### src/hw/rtl/dqsdw_pkg.sv
`default_nettype none
// ----------------------------------------------------------------------------
// dqsdw_pkg
// shared types and constants of the dqs delay window trainer
// ----------------------------------------------------------------------------
package dqsdw_pkg;

   localparam int unsigned LANES = 4;

   // lane in training, finished code after the last lane
   localparam logic [2:0] PHASE_DONE = 3'd4;

   // register indexes of the csr port
   localparam logic [2:0] CSR_DELAY_STEP   = 3'd0;
   localparam logic [2:0] CSR_DELAY_LIMIT  = 3'd1;
   localparam logic [2:0] CSR_INITIAL_DLL  = 3'd2;
   localparam logic [2:0] CSR_PATTERN_0    = 3'd3;
   localparam logic [2:0] CSR_PATTERN_1    = 3'd4;
   localparam logic [2:0] CSR_PATTERN_2    = 3'd5;
   localparam logic [2:0] CSR_PATTERN_3    = 3'd6;

   // register reset values
   localparam logic [7:0]  RST_DELAY_STEP  = 8'h02;
   localparam logic [7:0]  RST_DELAY_LIMIT = 8'h80;
   localparam logic [31:0] RST_INITIAL_DLL = 32'h0;
   localparam logic [31:0] RST_PATTERN_01  = 32'hffff0000;
   localparam logic [31:0] RST_PATTERN_23  = 32'h5a5aa5a5;

   // request codes
   localparam logic REQ_START    = 1'b0;
   localparam logic REQ_READBACK = 1'b1;

   // byte of the dll word that each lane occupies: wr0, rd0, wr1, rd1
   localparam logic [1:0] LANE_BYTE [LANES] = '{2'd1, 2'd0, 2'd3, 2'd2};

   typedef struct packed {
      logic [7:0]       delay_step;
      logic [7:0]       delay_limit;
      logic [31:0]      initial_dll_word;
      logic [3:0][31:0] pattern;
   } cfg_type;

   typedef struct packed {
      logic [31:0] dll_word;
      logic [2:0]  phase;
      logic        done_res;
      logic        no_window;
      logic        step_failed;
   } result_type;

endpackage
`default_nettype wire

### src/hw/rtl/dqsdw_csr.sv
`default_nettype none
// ----------------------------------------------------------------------------
// dqsdw_csr
// configuration registers, written through a plain write port
// ----------------------------------------------------------------------------
module dqsdw_csr
   import dqsdw_pkg::*;
(
   input  wire logic        clock,
   input  wire logic        reset,
   input  wire logic        csr_write_enable,
   input  wire logic [2:0]  csr_index,
   input  wire logic [31:0] csr_write_data,
   output cfg_type          cfg
);

   cfg_type cfg_ff;
   cfg_type cfg_in;

   always_comb begin
      cfg_in = cfg_ff;
      if (csr_write_enable) begin
         unique case (csr_index)
            CSR_DELAY_STEP:  cfg_in.delay_step       = csr_write_data[7:0];
            CSR_DELAY_LIMIT: cfg_in.delay_limit      = csr_write_data[7:0];
            CSR_INITIAL_DLL: cfg_in.initial_dll_word = csr_write_data;
            CSR_PATTERN_0:   cfg_in.pattern[0]       = csr_write_data;
            CSR_PATTERN_1:   cfg_in.pattern[1]       = csr_write_data;
            CSR_PATTERN_2:   cfg_in.pattern[2]       = csr_write_data;
            CSR_PATTERN_3:   cfg_in.pattern[3]       = csr_write_data;
            default: ;
         endcase
      end
   end

   always_ff @(posedge clock) begin
      if (reset) begin
         cfg_ff.delay_step       <= RST_DELAY_STEP;
         cfg_ff.delay_limit      <= RST_DELAY_LIMIT;
         cfg_ff.initial_dll_word <= RST_INITIAL_DLL;
         cfg_ff.pattern[0]       <= RST_PATTERN_01;
         cfg_ff.pattern[1]       <= RST_PATTERN_01;
         cfg_ff.pattern[2]       <= RST_PATTERN_23;
         cfg_ff.pattern[3]       <= RST_PATTERN_23;
      end else begin
         cfg_ff <= cfg_in;
      end
   end

   assign cfg = cfg_ff;

endmodule
`default_nettype wire

### src/hw/rtl/dqsdw_core.sv
`default_nettype none
// ----------------------------------------------------------------------------
// dqsdw_core
// training state and the single-pass update for one accepted request
// ----------------------------------------------------------------------------
module dqsdw_core
   import dqsdw_pkg::*;
(
   input  wire logic        clock,
   input  wire logic        reset,
   input  wire cfg_type     cfg,
   input  wire logic        accept,
   input  wire logic        req_type,
   input  wire logic [31:0] req_read_data,
   output logic             res_valid,
   output result_type       res
);

   logic [2:0] phase_ff,     phase_in;
   logic [7:0] sweep_ff,     sweep_in;
   logic [1:0] index_ff,     index_in;
   logic       mismatch_ff,  mismatch_in;
   logic       low_found_ff, low_found_in;
   logic [7:0] low_ff,       low_in;
   logic       aborted_ff,   aborted_in;
   logic [7:0] centre_ff [LANES];
   logic [7:0] centre_in [LANES];

   always_comb begin
      logic       seen;
      logic       close_en;
      logic [7:0] close_high;
      logic [8:0] next_sum;
      logic [8:0] centre_sum;
      logic [31:0] word;

      phase_in     = phase_ff;
      sweep_in     = sweep_ff;
      index_in     = index_ff;
      mismatch_in  = mismatch_ff;
      low_found_in = low_found_ff;
      low_in       = low_ff;
      aborted_in   = aborted_ff;
      centre_in    = centre_ff;
      res_valid    = 1'b0;
      seen         = 1'b0;
      close_en     = 1'b0;
      close_high   = sweep_ff;
      next_sum     = {1'b0, sweep_ff} + {1'b0, cfg.delay_step};
      centre_sum   = '0;
      word         = cfg.initial_dll_word;
      res.step_failed = 1'b0;

      if (accept) begin
         if (req_type == REQ_START) begin
            phase_in     = '0;
            sweep_in     = '0;
            index_in     = '0;
            mismatch_in  = 1'b0;
            low_found_in = 1'b0;
            low_in       = '0;
            aborted_in   = 1'b0;
            for (int p = 0; p < LANES; p++) centre_in[p] = '0;
            res_valid    = 1'b1;
         end else if (!aborted_ff && !phase_ff[2]) begin
            seen = mismatch_ff | (req_read_data != cfg.pattern[index_ff]);
            if (index_ff != 2'd3) begin
               index_in    = index_ff + 2'd1;
               mismatch_in = seen;
            end else begin
               // step judged
               index_in        = '0;
               mismatch_in     = 1'b0;
               res_valid       = 1'b1;
               res.step_failed = seen;
               if (low_found_ff && (seen || sweep_ff > cfg.delay_limit)) begin
                  close_en   = 1'b1;
                  close_high = sweep_ff - cfg.delay_step;
               end else begin
                  if (!low_found_ff && !seen) begin
                     low_in       = sweep_ff;
                     low_found_in = 1'b1;
                  end
                  if (next_sum[8]) begin
                     // sweep ran off the top of the delay range
                     if (low_found_in) close_en = 1'b1;
                     else              aborted_in = 1'b1;
                  end else begin
                     sweep_in = next_sum[7:0];
                  end
               end
            end
         end
      end

      if (close_en) begin
         centre_sum = {1'b0, low_in} + {1'b0, close_high};
         centre_in[phase_ff[1:0]] = centre_sum[8:1];
         phase_in     = phase_ff + 3'd1;
         sweep_in     = '0;
         low_found_in = 1'b0;
         low_in       = '0;
      end

      // pack the word for the next step from the updated state
      for (int p = 0; p < LANES; p++) begin
         if (3'(p) < phase_in) begin
            word[LANE_BYTE[p]*8 +: 8] = centre_in[p];
         end else if (3'(p) == phase_in) begin
            word[LANE_BYTE[p]*8 +: 8] = sweep_in;
         end
      end

      res.dll_word  = word;
      res.phase     = phase_in;
      res.done_res  = (phase_in == PHASE_DONE);
      res.no_window = aborted_in;
   end

   always_ff @(posedge clock) begin
      if (reset) begin
         phase_ff     <= '0;
         sweep_ff     <= '0;
         index_ff     <= '0;
         mismatch_ff  <= 1'b0;
         low_found_ff <= 1'b0;
         low_ff       <= '0;
         aborted_ff   <= 1'b0;
         for (int p = 0; p < LANES; p++) centre_ff[p] <= '0;
      end else begin
         phase_ff     <= phase_in;
         sweep_ff     <= sweep_in;
         index_ff     <= index_in;
         mismatch_ff  <= mismatch_in;
         low_found_ff <= low_found_in;
         low_ff       <= low_in;
         aborted_ff   <= aborted_in;
         centre_ff    <= centre_in;
      end
   end

endmodule
`default_nettype wire

### src/hw/rtl/dqs_delay_window_trainer_top.sv
`default_nettype none
// ----------------------------------------------------------------------------
// dqs_delay_window_trainer_top
// dqs delay eye-centre training over two byte lanes, write and read delays
// ----------------------------------------------------------------------------
//
//  channel  handshake              payload
//  -------  ---------------------  --------------------------------------------
//  req      req_valid / req_ready  req_type, req_read_data
//  rsp      rsp_valid / rsp_ready  rsp_dll_word, rsp_phase, rsp_done_res,
//                                  rsp_no_window, rsp_step_failed
//  csr      csr_write_enable       csr_index, csr_write_data
//
//  one request is accepted per cycle; its response, if any, is valid the
//  cycle after acceptance from the response register
//  the rate is set by the single response register: req_ready stays high
//  while that register is empty or being drained in the same cycle
//  reset is synchronous and active high, clears the training state and the
//  response valid, and loads the register reset values
//  a stalled response holds; requests stall only behind it
//
module dqs_delay_window_trainer_top
   import dqsdw_pkg::*;
(
   input  wire logic        clock,
   input  wire logic        reset,
   // requests
   input  wire logic        req_valid,
   output logic             req_ready,
   input  wire logic        req_type,
   input  wire logic [31:0] req_read_data,
   // responses
   output logic             rsp_valid,
   input  wire logic        rsp_ready,
   output logic [31:0]      rsp_dll_word,
   output logic [2:0]       rsp_phase,
   output logic             rsp_done_res,
   output logic             rsp_no_window,
   output logic             rsp_step_failed,
   // configuration
   input  wire logic        csr_write_enable,
   input  wire logic [2:0]  csr_index,
   input  wire logic [31:0] csr_write_data
);

   cfg_type    cfg;
   result_type res;
   logic       res_valid;
   logic       accept;

   // response register
   logic       rsp_valid_ff, rsp_valid_in;
   result_type rsp_ff;

   dqsdw_csr u_csr (
      .clock            (clock),
      .reset            (reset),
      .csr_write_enable (csr_write_enable),
      .csr_index        (csr_index),
      .csr_write_data   (csr_write_data),
      .cfg              (cfg)
   );

   // request can go when the response slot is free or drains this cycle
   assign req_ready = !rsp_valid_ff || rsp_ready;
   assign accept    = req_valid && req_ready;

   dqsdw_core u_core (
      .clock         (clock),
      .reset         (reset),
      .cfg           (cfg),
      .accept        (accept),
      .req_type      (req_type),
      .req_read_data (req_read_data),
      .res_valid     (res_valid),
      .res           (res)
   );

   always_comb begin
      rsp_valid_in = rsp_valid_ff;
      if (rsp_ready) rsp_valid_in = 1'b0;
      // readbacks inside a step produce nothing
      if (res_valid) rsp_valid_in = 1'b1;
   end

   always_ff @(posedge clock) begin
      if (reset) begin
         rsp_valid_ff <= 1'b0;
      end else begin
         rsp_valid_ff <= rsp_valid_in;
      end
   end

   // payload only loads with a new response
   always_ff @(posedge clock) begin
      if (res_valid) begin
         rsp_ff <= res;
      end
   end

   assign rsp_valid       = rsp_valid_ff;
   assign rsp_dll_word    = rsp_ff.dll_word;
   assign rsp_phase       = rsp_ff.phase;
   assign rsp_done_res    = rsp_ff.done_res;
   assign rsp_no_window   = rsp_ff.no_window;
   assign rsp_step_failed = rsp_ff.step_failed;

   // a start request always answers next cycle at lane zero with no flags
   a_start_response: assert property (@(posedge clock) disable iff (reset)
      (accept && req_type == REQ_START) |=>
         (rsp_valid && rsp_phase == 3'd0 && !rsp_no_window && !rsp_done_res
          && !rsp_step_failed))
      else $error("start request without clean lane zero response");

   // a finished run and an aborted run exclude each other
   a_done_or_abort: assert property (@(posedge clock) disable iff (reset)
      rsp_valid |-> !(rsp_done_res && rsp_no_window))
      else $error("response both done and without window");

   // done flag tracks the finished phase and phase never passes it
   a_done_phase: assert property (@(posedge clock) disable iff (reset)
      rsp_valid |-> ((rsp_done_res == (rsp_phase == PHASE_DONE))
                     && rsp_phase <= PHASE_DONE))
      else $error("done flag and phase disagree");

   // a response that is not taken is never overwritten
   a_no_overrun: assert property (@(posedge clock) disable iff (reset)
      (rsp_valid && !rsp_ready) |-> !res_valid)
      else $error("new response while the previous one is still held");

endmodule
`default_nettype wire

### config.mk
export PLATFORM = sky130hd
export DESIGN_NAME = dqs_delay_window_trainer_top
export DESIGN_NICKNAME = d
export VERILOG_FILES = /design/src/hw/rtl/dqsdw_pkg.sv /design/src/hw/rtl/dqsdw_csr.sv /design/src/hw/rtl/dqsdw_core.sv /design/src/hw/rtl/dqs_delay_window_trainer_top.sv
export SDC_FILE = /design/constraint.sdc
export NUM_CORES = 1
export LEC_CHECK = 0
export ABC_AREA = 1
export BUFFER_PORTS_ARGS = -buffer_cell sky130_fd_sc_hd__buf_2
export CORE_MARGIN = 4
export CORE_UTILIZATION = 40
export CTS_CLUSTER_DIAMETER = 80
export DETAILED_ROUTE_END_ITERATION = 10
export PLACE_DENSITY = 0.57
export SETUP_SLACK_MARGIN = 0.02
export SLEW_MARGIN = 10
export SYNTH_ARGS = -nofsm -noshare
export SYNTH_HDL_FRONTEND = slang
export SYNTH_SLANG_ARGS = --single-unit
### constraint.sdc
create_clock -name clock -period 4.6 [get_ports clock]
set_clock_uncertainty 0.15 [all_clocks]
set_input_delay 0.69 -clock clock [delete_from_list [all_inputs] [get_ports clock]]
set_output_delay 0.69 -clock clock [all_outputs]
set_load 0.02 [all_outputs]
Yosys cells after proc, flatten, opt, wreduce, memory -nomap -nowiden
Index checks and enable logic that the tools add are counted.
{"block": "totals", "reg_bits": 271, "output_inout_bits": 40, "elab_cells": 156}
{"block": "classes", "addsub": 5, "order_cmp": 8, "eq_ne": 15, "n_mux": 73, "n_bitwise": 5, "n_reduce_logical": 26}
{"cell": "$mux 8", "n": 27}
{"cell": "$mux 32", "n": 4}
{"cell": "$bmux 32 s2", "n": 1}
{"cell": "$mux 1", "n": 33}
{"cell": "$bwmux 32", "n": 1}
{"cell": "$ne 32x32->1", "n": 1}
{"cell": "$add 8x8->9", "n": 2}
{"cell": "$demux 8 s2", "n": 1}
{"cell": "$reduce_and 2->1", "n": 8}
{"cell": "$eq 3x3->1 const B", "n": 4}
{"cell": "$mux 3", "n": 3}
{"cell": "$gt 8x8->1", "n": 1}
{"cell": "$sub 8x8->8", "n": 1}
{"cell": "$eq 2x3->1 const A", "n": 2}
{"cell": "$eq 3x2->1 const B", "n": 2}
{"cell": "$logic_not 3->1", "n": 2}
{"cell": "$lt 1x3->1 const A", "n": 2}
{"cell": "$lt 2x3->1 const A", "n": 2}
{"cell": "$mux 2", "n": 3}
{"cell": "$ne 2x2->1 const B", "n": 3}
{"cell": "$logic_and 1x1->1", "n": 5}
{"cell": "$logic_not 1->1", "n": 5}
{"cell": "$reduce_and 4->1", "n": 1}
{"cell": "$reduce_or 4->1", "n": 1}
{"cell": "other kinds (14)", "n": 17}

Logic depth before layout (Yosys ltp)
{"block": "depth", "depth_word": 23, "mapped_depth": 30, "mapped_depth_nobuf": 28}

Cells and area by module
Synthesis repeated with hierarchy kept, for this count alone.
{"block": "unflattened", "cells_unflattened": 2038, "area_unflattened_um2": 13823.3}
{"mod": "dqsdw_csr", "n_inst": 1, "cells_each": 936, "area_per_inst_um2": 6692.7}
{"mod": "dqsdw_core", "n_inst": 1, "cells_each": 1058, "area_per_inst_um2": 5939.4}
{"mod": "dqs_delay_window_trainer_top", "n_inst": 1, "cells_each": 44, "area_per_inst_um2": 1191.1}

Worst setup path before layout
No wires, ideal clock.
{"block": "synth_path", "path_kind": "input port to flip-flop", "from": "in rsp_ready", "to": "reg rsp_ff, in the netlist rsp_dll_word[7], data pin", "setup_time_ns": 0.265, "arrival_time_ns": 3.694, "t_required_ns": 4.185, "slack_ns": 0.492, "path_stages": 20, "n_path_buf": 0, "cell_sequence": "inv_1 -> nand2_1 -> nand2_1 -> nor2_1 -> inv_1 -> nor2_1 -> nand3_1 -> inv_1 -> o21ai_0 -> fa_1 -> nand3_1 -> and2_1 -> inv_1 -> a21oi_1 -> o21ai_0 -> a21o_1 -> a21oi_1 -> o21ai_0 -> nand2_1 -> o211ai_1"}
{"element": "start, declared", "line": "dqs_delay_window_trainer_top.sv:34", "rtl": "input wire logic rsp_ready,"}
{"element": "end signal, assigned", "line": "dqs_delay_window_trainer_top.sv:97", "rtl": "rsp_ff <= res;"}
{"element": "end, declared", "line": "dqs_delay_window_trainer_top.sv:53", "rtl": "result_type rsp_ff;"}

==> summary.txt <==
Yosys
  – Async SR Flop Fraction: 0%
  – Post-synthesis compound-gate area fraction: ~11%
  – Avg Inst Size Synth: 7.10 um2
  – Post-synthesis xor/xnor area fraction: ~1.4%
  – Post-synthesis sequential area ratio: a little over two fifths
  – Post-Synth Adder-Cell Area: under 10%
  – Syn Inst Count: about 1800
  – Syn Nets: approximately 1900
  – Register bit total from synthesis: 263
  – Number of synthesized flops with an enable pin: 38
  – Main flop type after synthesis: dfxtp_1
  – Syn Std Cell Area: between 0.01 and 0.015 mm2
  – Synth Area in Simple Gates: 32.5%
  – Main combinational cell family by area after synthesis: simple AND/OR/NAND/NOR gates
  – Mux contribution to synthesized area: 0%
  – Synth Warn #: 0
  – Synth cell types: 43

Die
  – Chip width: about 190 um
  – Core area: 0.0318 mm2
  – IO Count: approximately 110
  – Die Ht: around 190 um
  – Starting Density: between 40% and 50%
  – Die area: ~0.035 mm2
  – # rows: between 60 and 70

Power
  – Peak VDD IR: ~390 uV
  – Power Internal: around 0.004 W
  – Leak pwr: 7.00 nW
  – Sw Share: 24.8%
  – Sequential share of power: between 40% and 50%
  – PwrDens: 355 mW/mm2
  – Pwr Total: 0.00537 W
  – Sw power: roughly 0.0013 W
  – Clock power share: about 46%
  – Combinational share of power: 8.6%

Clock tree
  – CTS tree: done
  – Clock latency on the worst-skew pair: around 0.57 ns
  – CTS H-tree depth: 1
  – Clk buf depth: 3
  – CTS clock-pin slew for the worst setup and hold paths: 0.06 ns
  – Clock Sinks: 263
  – Total CTS buffers: 30
  – Root buffer cell: clkbuf_16

Finish
  – Commonest non-fill, non-tap cell in the layout: nand2_1
  – Commonest non-fill, non-tap cells in the layout: nand2_1 (500), nor2_1 (256), dfxtp_1 (224), nand3_1 (195), o21ai_0 (156)
  – Layout overhead on the synthesized area: 16.6%
  – # nets final: about 2000
  – Final non-filler cell total: between 2000 and 2500
  – N_diodes: 0
  – Finished Cell Area: around 0.015 mm2
  – Fraction of layout cells with a size suffix above 1: ~13%
  – Fillers: 3192

Route
  – Vias: roughly 12000
  – Avg WL per Cell: between 15 and 20 um
  – Antenna Nets Post-Route: 0
  – 1st-pass router iterations: 5
  – Final WL: between 30 and 40 mm
  – 1st-iter DRT viols: between 700 and 800
  – DRC viols: 0
  – DR vias/cell: just over 5

Job
  – Max-cap violations: 0

Placement
  – Detail Placement HPWL: 27.0 mm
  – Final GP Congestion: 0.887
  – # placed instances: approximately 2300
  – Placed Instance Area: approximately 0.014 mm2
  – I/O Buffers: approximately 110

Run status
  – Status: completed

STA
  – Relative slew slack: between 20 and 30%
  – Worst-Margin Slew: approximately 1.1 ns
  – Hold Slack: roughly 0.24 ns
  – Fmax: roughly 230 MHz
  – Minimum clock period: ~4.4 ns
  – Setup violations, final: 0
  – Ratio of final minimum period to clock period: between 90 and 100%
  – Slew Viols, Final: 0
  – RSZ-0062 raised after global routing: true
  – Final Hold Fails: 0

Setup path
  – Worst Path Arrival: 4.51 ns
  – Crit-path max FO: 13
  – Worst R2R Setup Slack: about 0.23 ns
  – R2r endpoint: rsp_dll_word[5]$_DFFE_PP_
  – RR Startpoint: u_core.index_ff[1]$_SDFFE_PP0P_
  – CP required: around 4.7 ns
  – Register-to-Register Path Depth: 27
  – Crit path launch type: register
  – Crit path kind: reg -> reg
  – Worst setup EP type: register

Global routing
  – Total GRT Usage: 21.5%
  – First-pass GRT wire length: 62.0 mm
  – Largest net degree at the start of global routing: about 100
  – Vias in the first global route: about 11000
  – Grt total ovfl: 0
  – Initial antenna violation count: 0

Hold path
  – Hold path endpoint: u_csr.cfg[106]$_SDFFE_PP1P_
  – Cells on Worst Hold Path: 3
  – Hold Path Class: in -> reg
  – HP Start: csr_write_data[10]
==> synth_stat cells (all sizes together), types with 2 or more instances <==
cell / number / area, um2
xnor2: 4 / 35.0
clkbuf: 62 / 233
a22oi: 3 / 22.5
fa: 3 / 60.1
o21bai: 3 / 22.5
a21oi: 68 / 340
inv: 138 / 521
nand4: 3 / 18.8
nand2: 507 / 1950
nand3b: 16 / 120
nor2: 270 / 1080
o21ai: 185 / 952
ha: 35 / 438
and2: 3 / 18.8
edfxtp: 38 / 1140
nor3: 5 / 25.0
buf: 28 / 218
nand3: 197 / 986
clkinv: 2 / 7.51
xor2: 17 / 149
o211ai: 9 / 67.6
dfxtp: 225 / 4500
==> worst max-delay path: stages, from the launching register on <==
cell	delay, ns
dfxtp_1	0.34
inv_4	0.17
buf_4	0.24
nand3_1	0.12
nand3_1	0.10
nand2_1	0.07
nor2_1	0.13
nand2_1	0.06
nor2_1	0.10
nand2_1	0.12
nor2_4	0.20
nand3_1	0.13
buf_4	0.18
nand4_1	0.08
nand2_1	0.10
nand2_1	0.07
inv_1	0.05
fa_1	0.43
nand3_1	0.08
and2_1	0.15
inv_1	0.05
a21oi_1	0.15
o21ai_2	0.09
xor2_1	0.16
buf_4	0.15
o21ai_1	0.08
a22oi_1	0.19
o21ai_1	0.14
==> power by group through the flow <==
stage | combinational [W] | sequential [W] | clock (W)
2_1_floorplan | 0.000274 | 0.00249 | 0
3_3_place_gp | 0.000449 | 0.00248 | 0
3_5_place_dp | 0.000454 | 0.00248 | 0
4_1_cts | 0.000456 | 0.00243 | 0.00254
5_1_grt | 0.000520 | 0.00244 | 0.00263
6_report | 0.000462 | 0.00243 | 0.00248
==> repair_timing <==
| action | in CTS | in global routing |
|---|---|---|
| hold buffers | 0 | 0 |
| pin swaps | 1 | 2 |
| buffers inserted | 1 | 0 |
| cloned | 0 | 1 |
| endpoints found under the setup margin | 8 | 20 |
| resized for setup | 4 | 28 |
==> worst max-delay path by stage <==
stage	start	to	slack, ns	cells after the start
2_1_floorplan	rsp_ready	rsp_dll_word[7]$_DFFE_PP_	0.49	20
3_3_place_gp	u_core.index_ff[1]$_SDFFE_PP0P_	rsp_dll_word[5]$_DFFE_PP_	0.01	23
3_5_place_dp	u_core.index_ff[0]$_SDFFE_PP0P_	rsp_dll_word[5]$_DFFE_PP_	-0.08	21
4_1_cts	u_core.index_ff[0]$_SDFFE_PP0P_	rsp_dll_word[5]$_DFFE_PP_	0.05	28
5_1_grt	u_core.index_ff[0]$_SDFFE_PP0P_	rsp_dll_word[5]$_DFFE_PP_	-0.02	29
6_report	u_core.index_ff[1]$_SDFFE_PP0P_	rsp_dll_word[5]$_DFFE_PP_	0.23	27
==> flip-flops by register name, summed over array words and instances (netlist names), 2 cells and up <==
register / cells
rsp_phase: 3
rsp_dll_word: 32
u_core.centre_ff: 32
u_core.phase_ff: 3
u_core.index_ff: 2
u_core.sweep_ff: 8
u_core.low_ff: 8
u_csr.cfg: 168
==> cell type report <==
type | count | area [um2] | share of cell area, %
timing repair buffer | 154 | 942 | 6.23
inverter | 140 | 541 | 3.58
multi-input combinational | 1335 | 6410 | 42.4
clock inverter | 17 | 205 | 1.36
tap | 435 | 544 | 3.60
sequential | 263 | 5650 | 37.4
clock buffer | 39 | 825 | 5.45
==> routing by layer <==
metal  share of wire, %  up-vias  wire (um)  global-route usage (%)
li1                   -     6092          -                       -
met1                 46     5529      18000                    29.8
met2                 45      325      17800                    34.9
met3                5.4       78       2100                    2.92
met4                3.3        0       1290                    6.95
met5                  0        -          0                       0
==> kinds of logic (layout without fill, tap and decap cells) <==
kind of cell	count (synthesis)	count (layout)
xor+xnor	21	21
compound gates	274	274
simple gates	1002	1002
fa+ha+maj	38	38
flops	263	263
buf+inv	230	350
==> metrics by stage <==
stage                     setup slack, ns  util [%]  TNS (ns)
final                               0.229      47.5         0
after global routing              -0.0189      47.5   -0.0189
after CTS                          0.0528      47.3         0
after detailed placement          -0.0830      44.0    -0.208
after global placement             0.0115      44.0         0
after floorplan                     0.492         -         0
No activity file was read; power rests on OpenSTA's default activity.
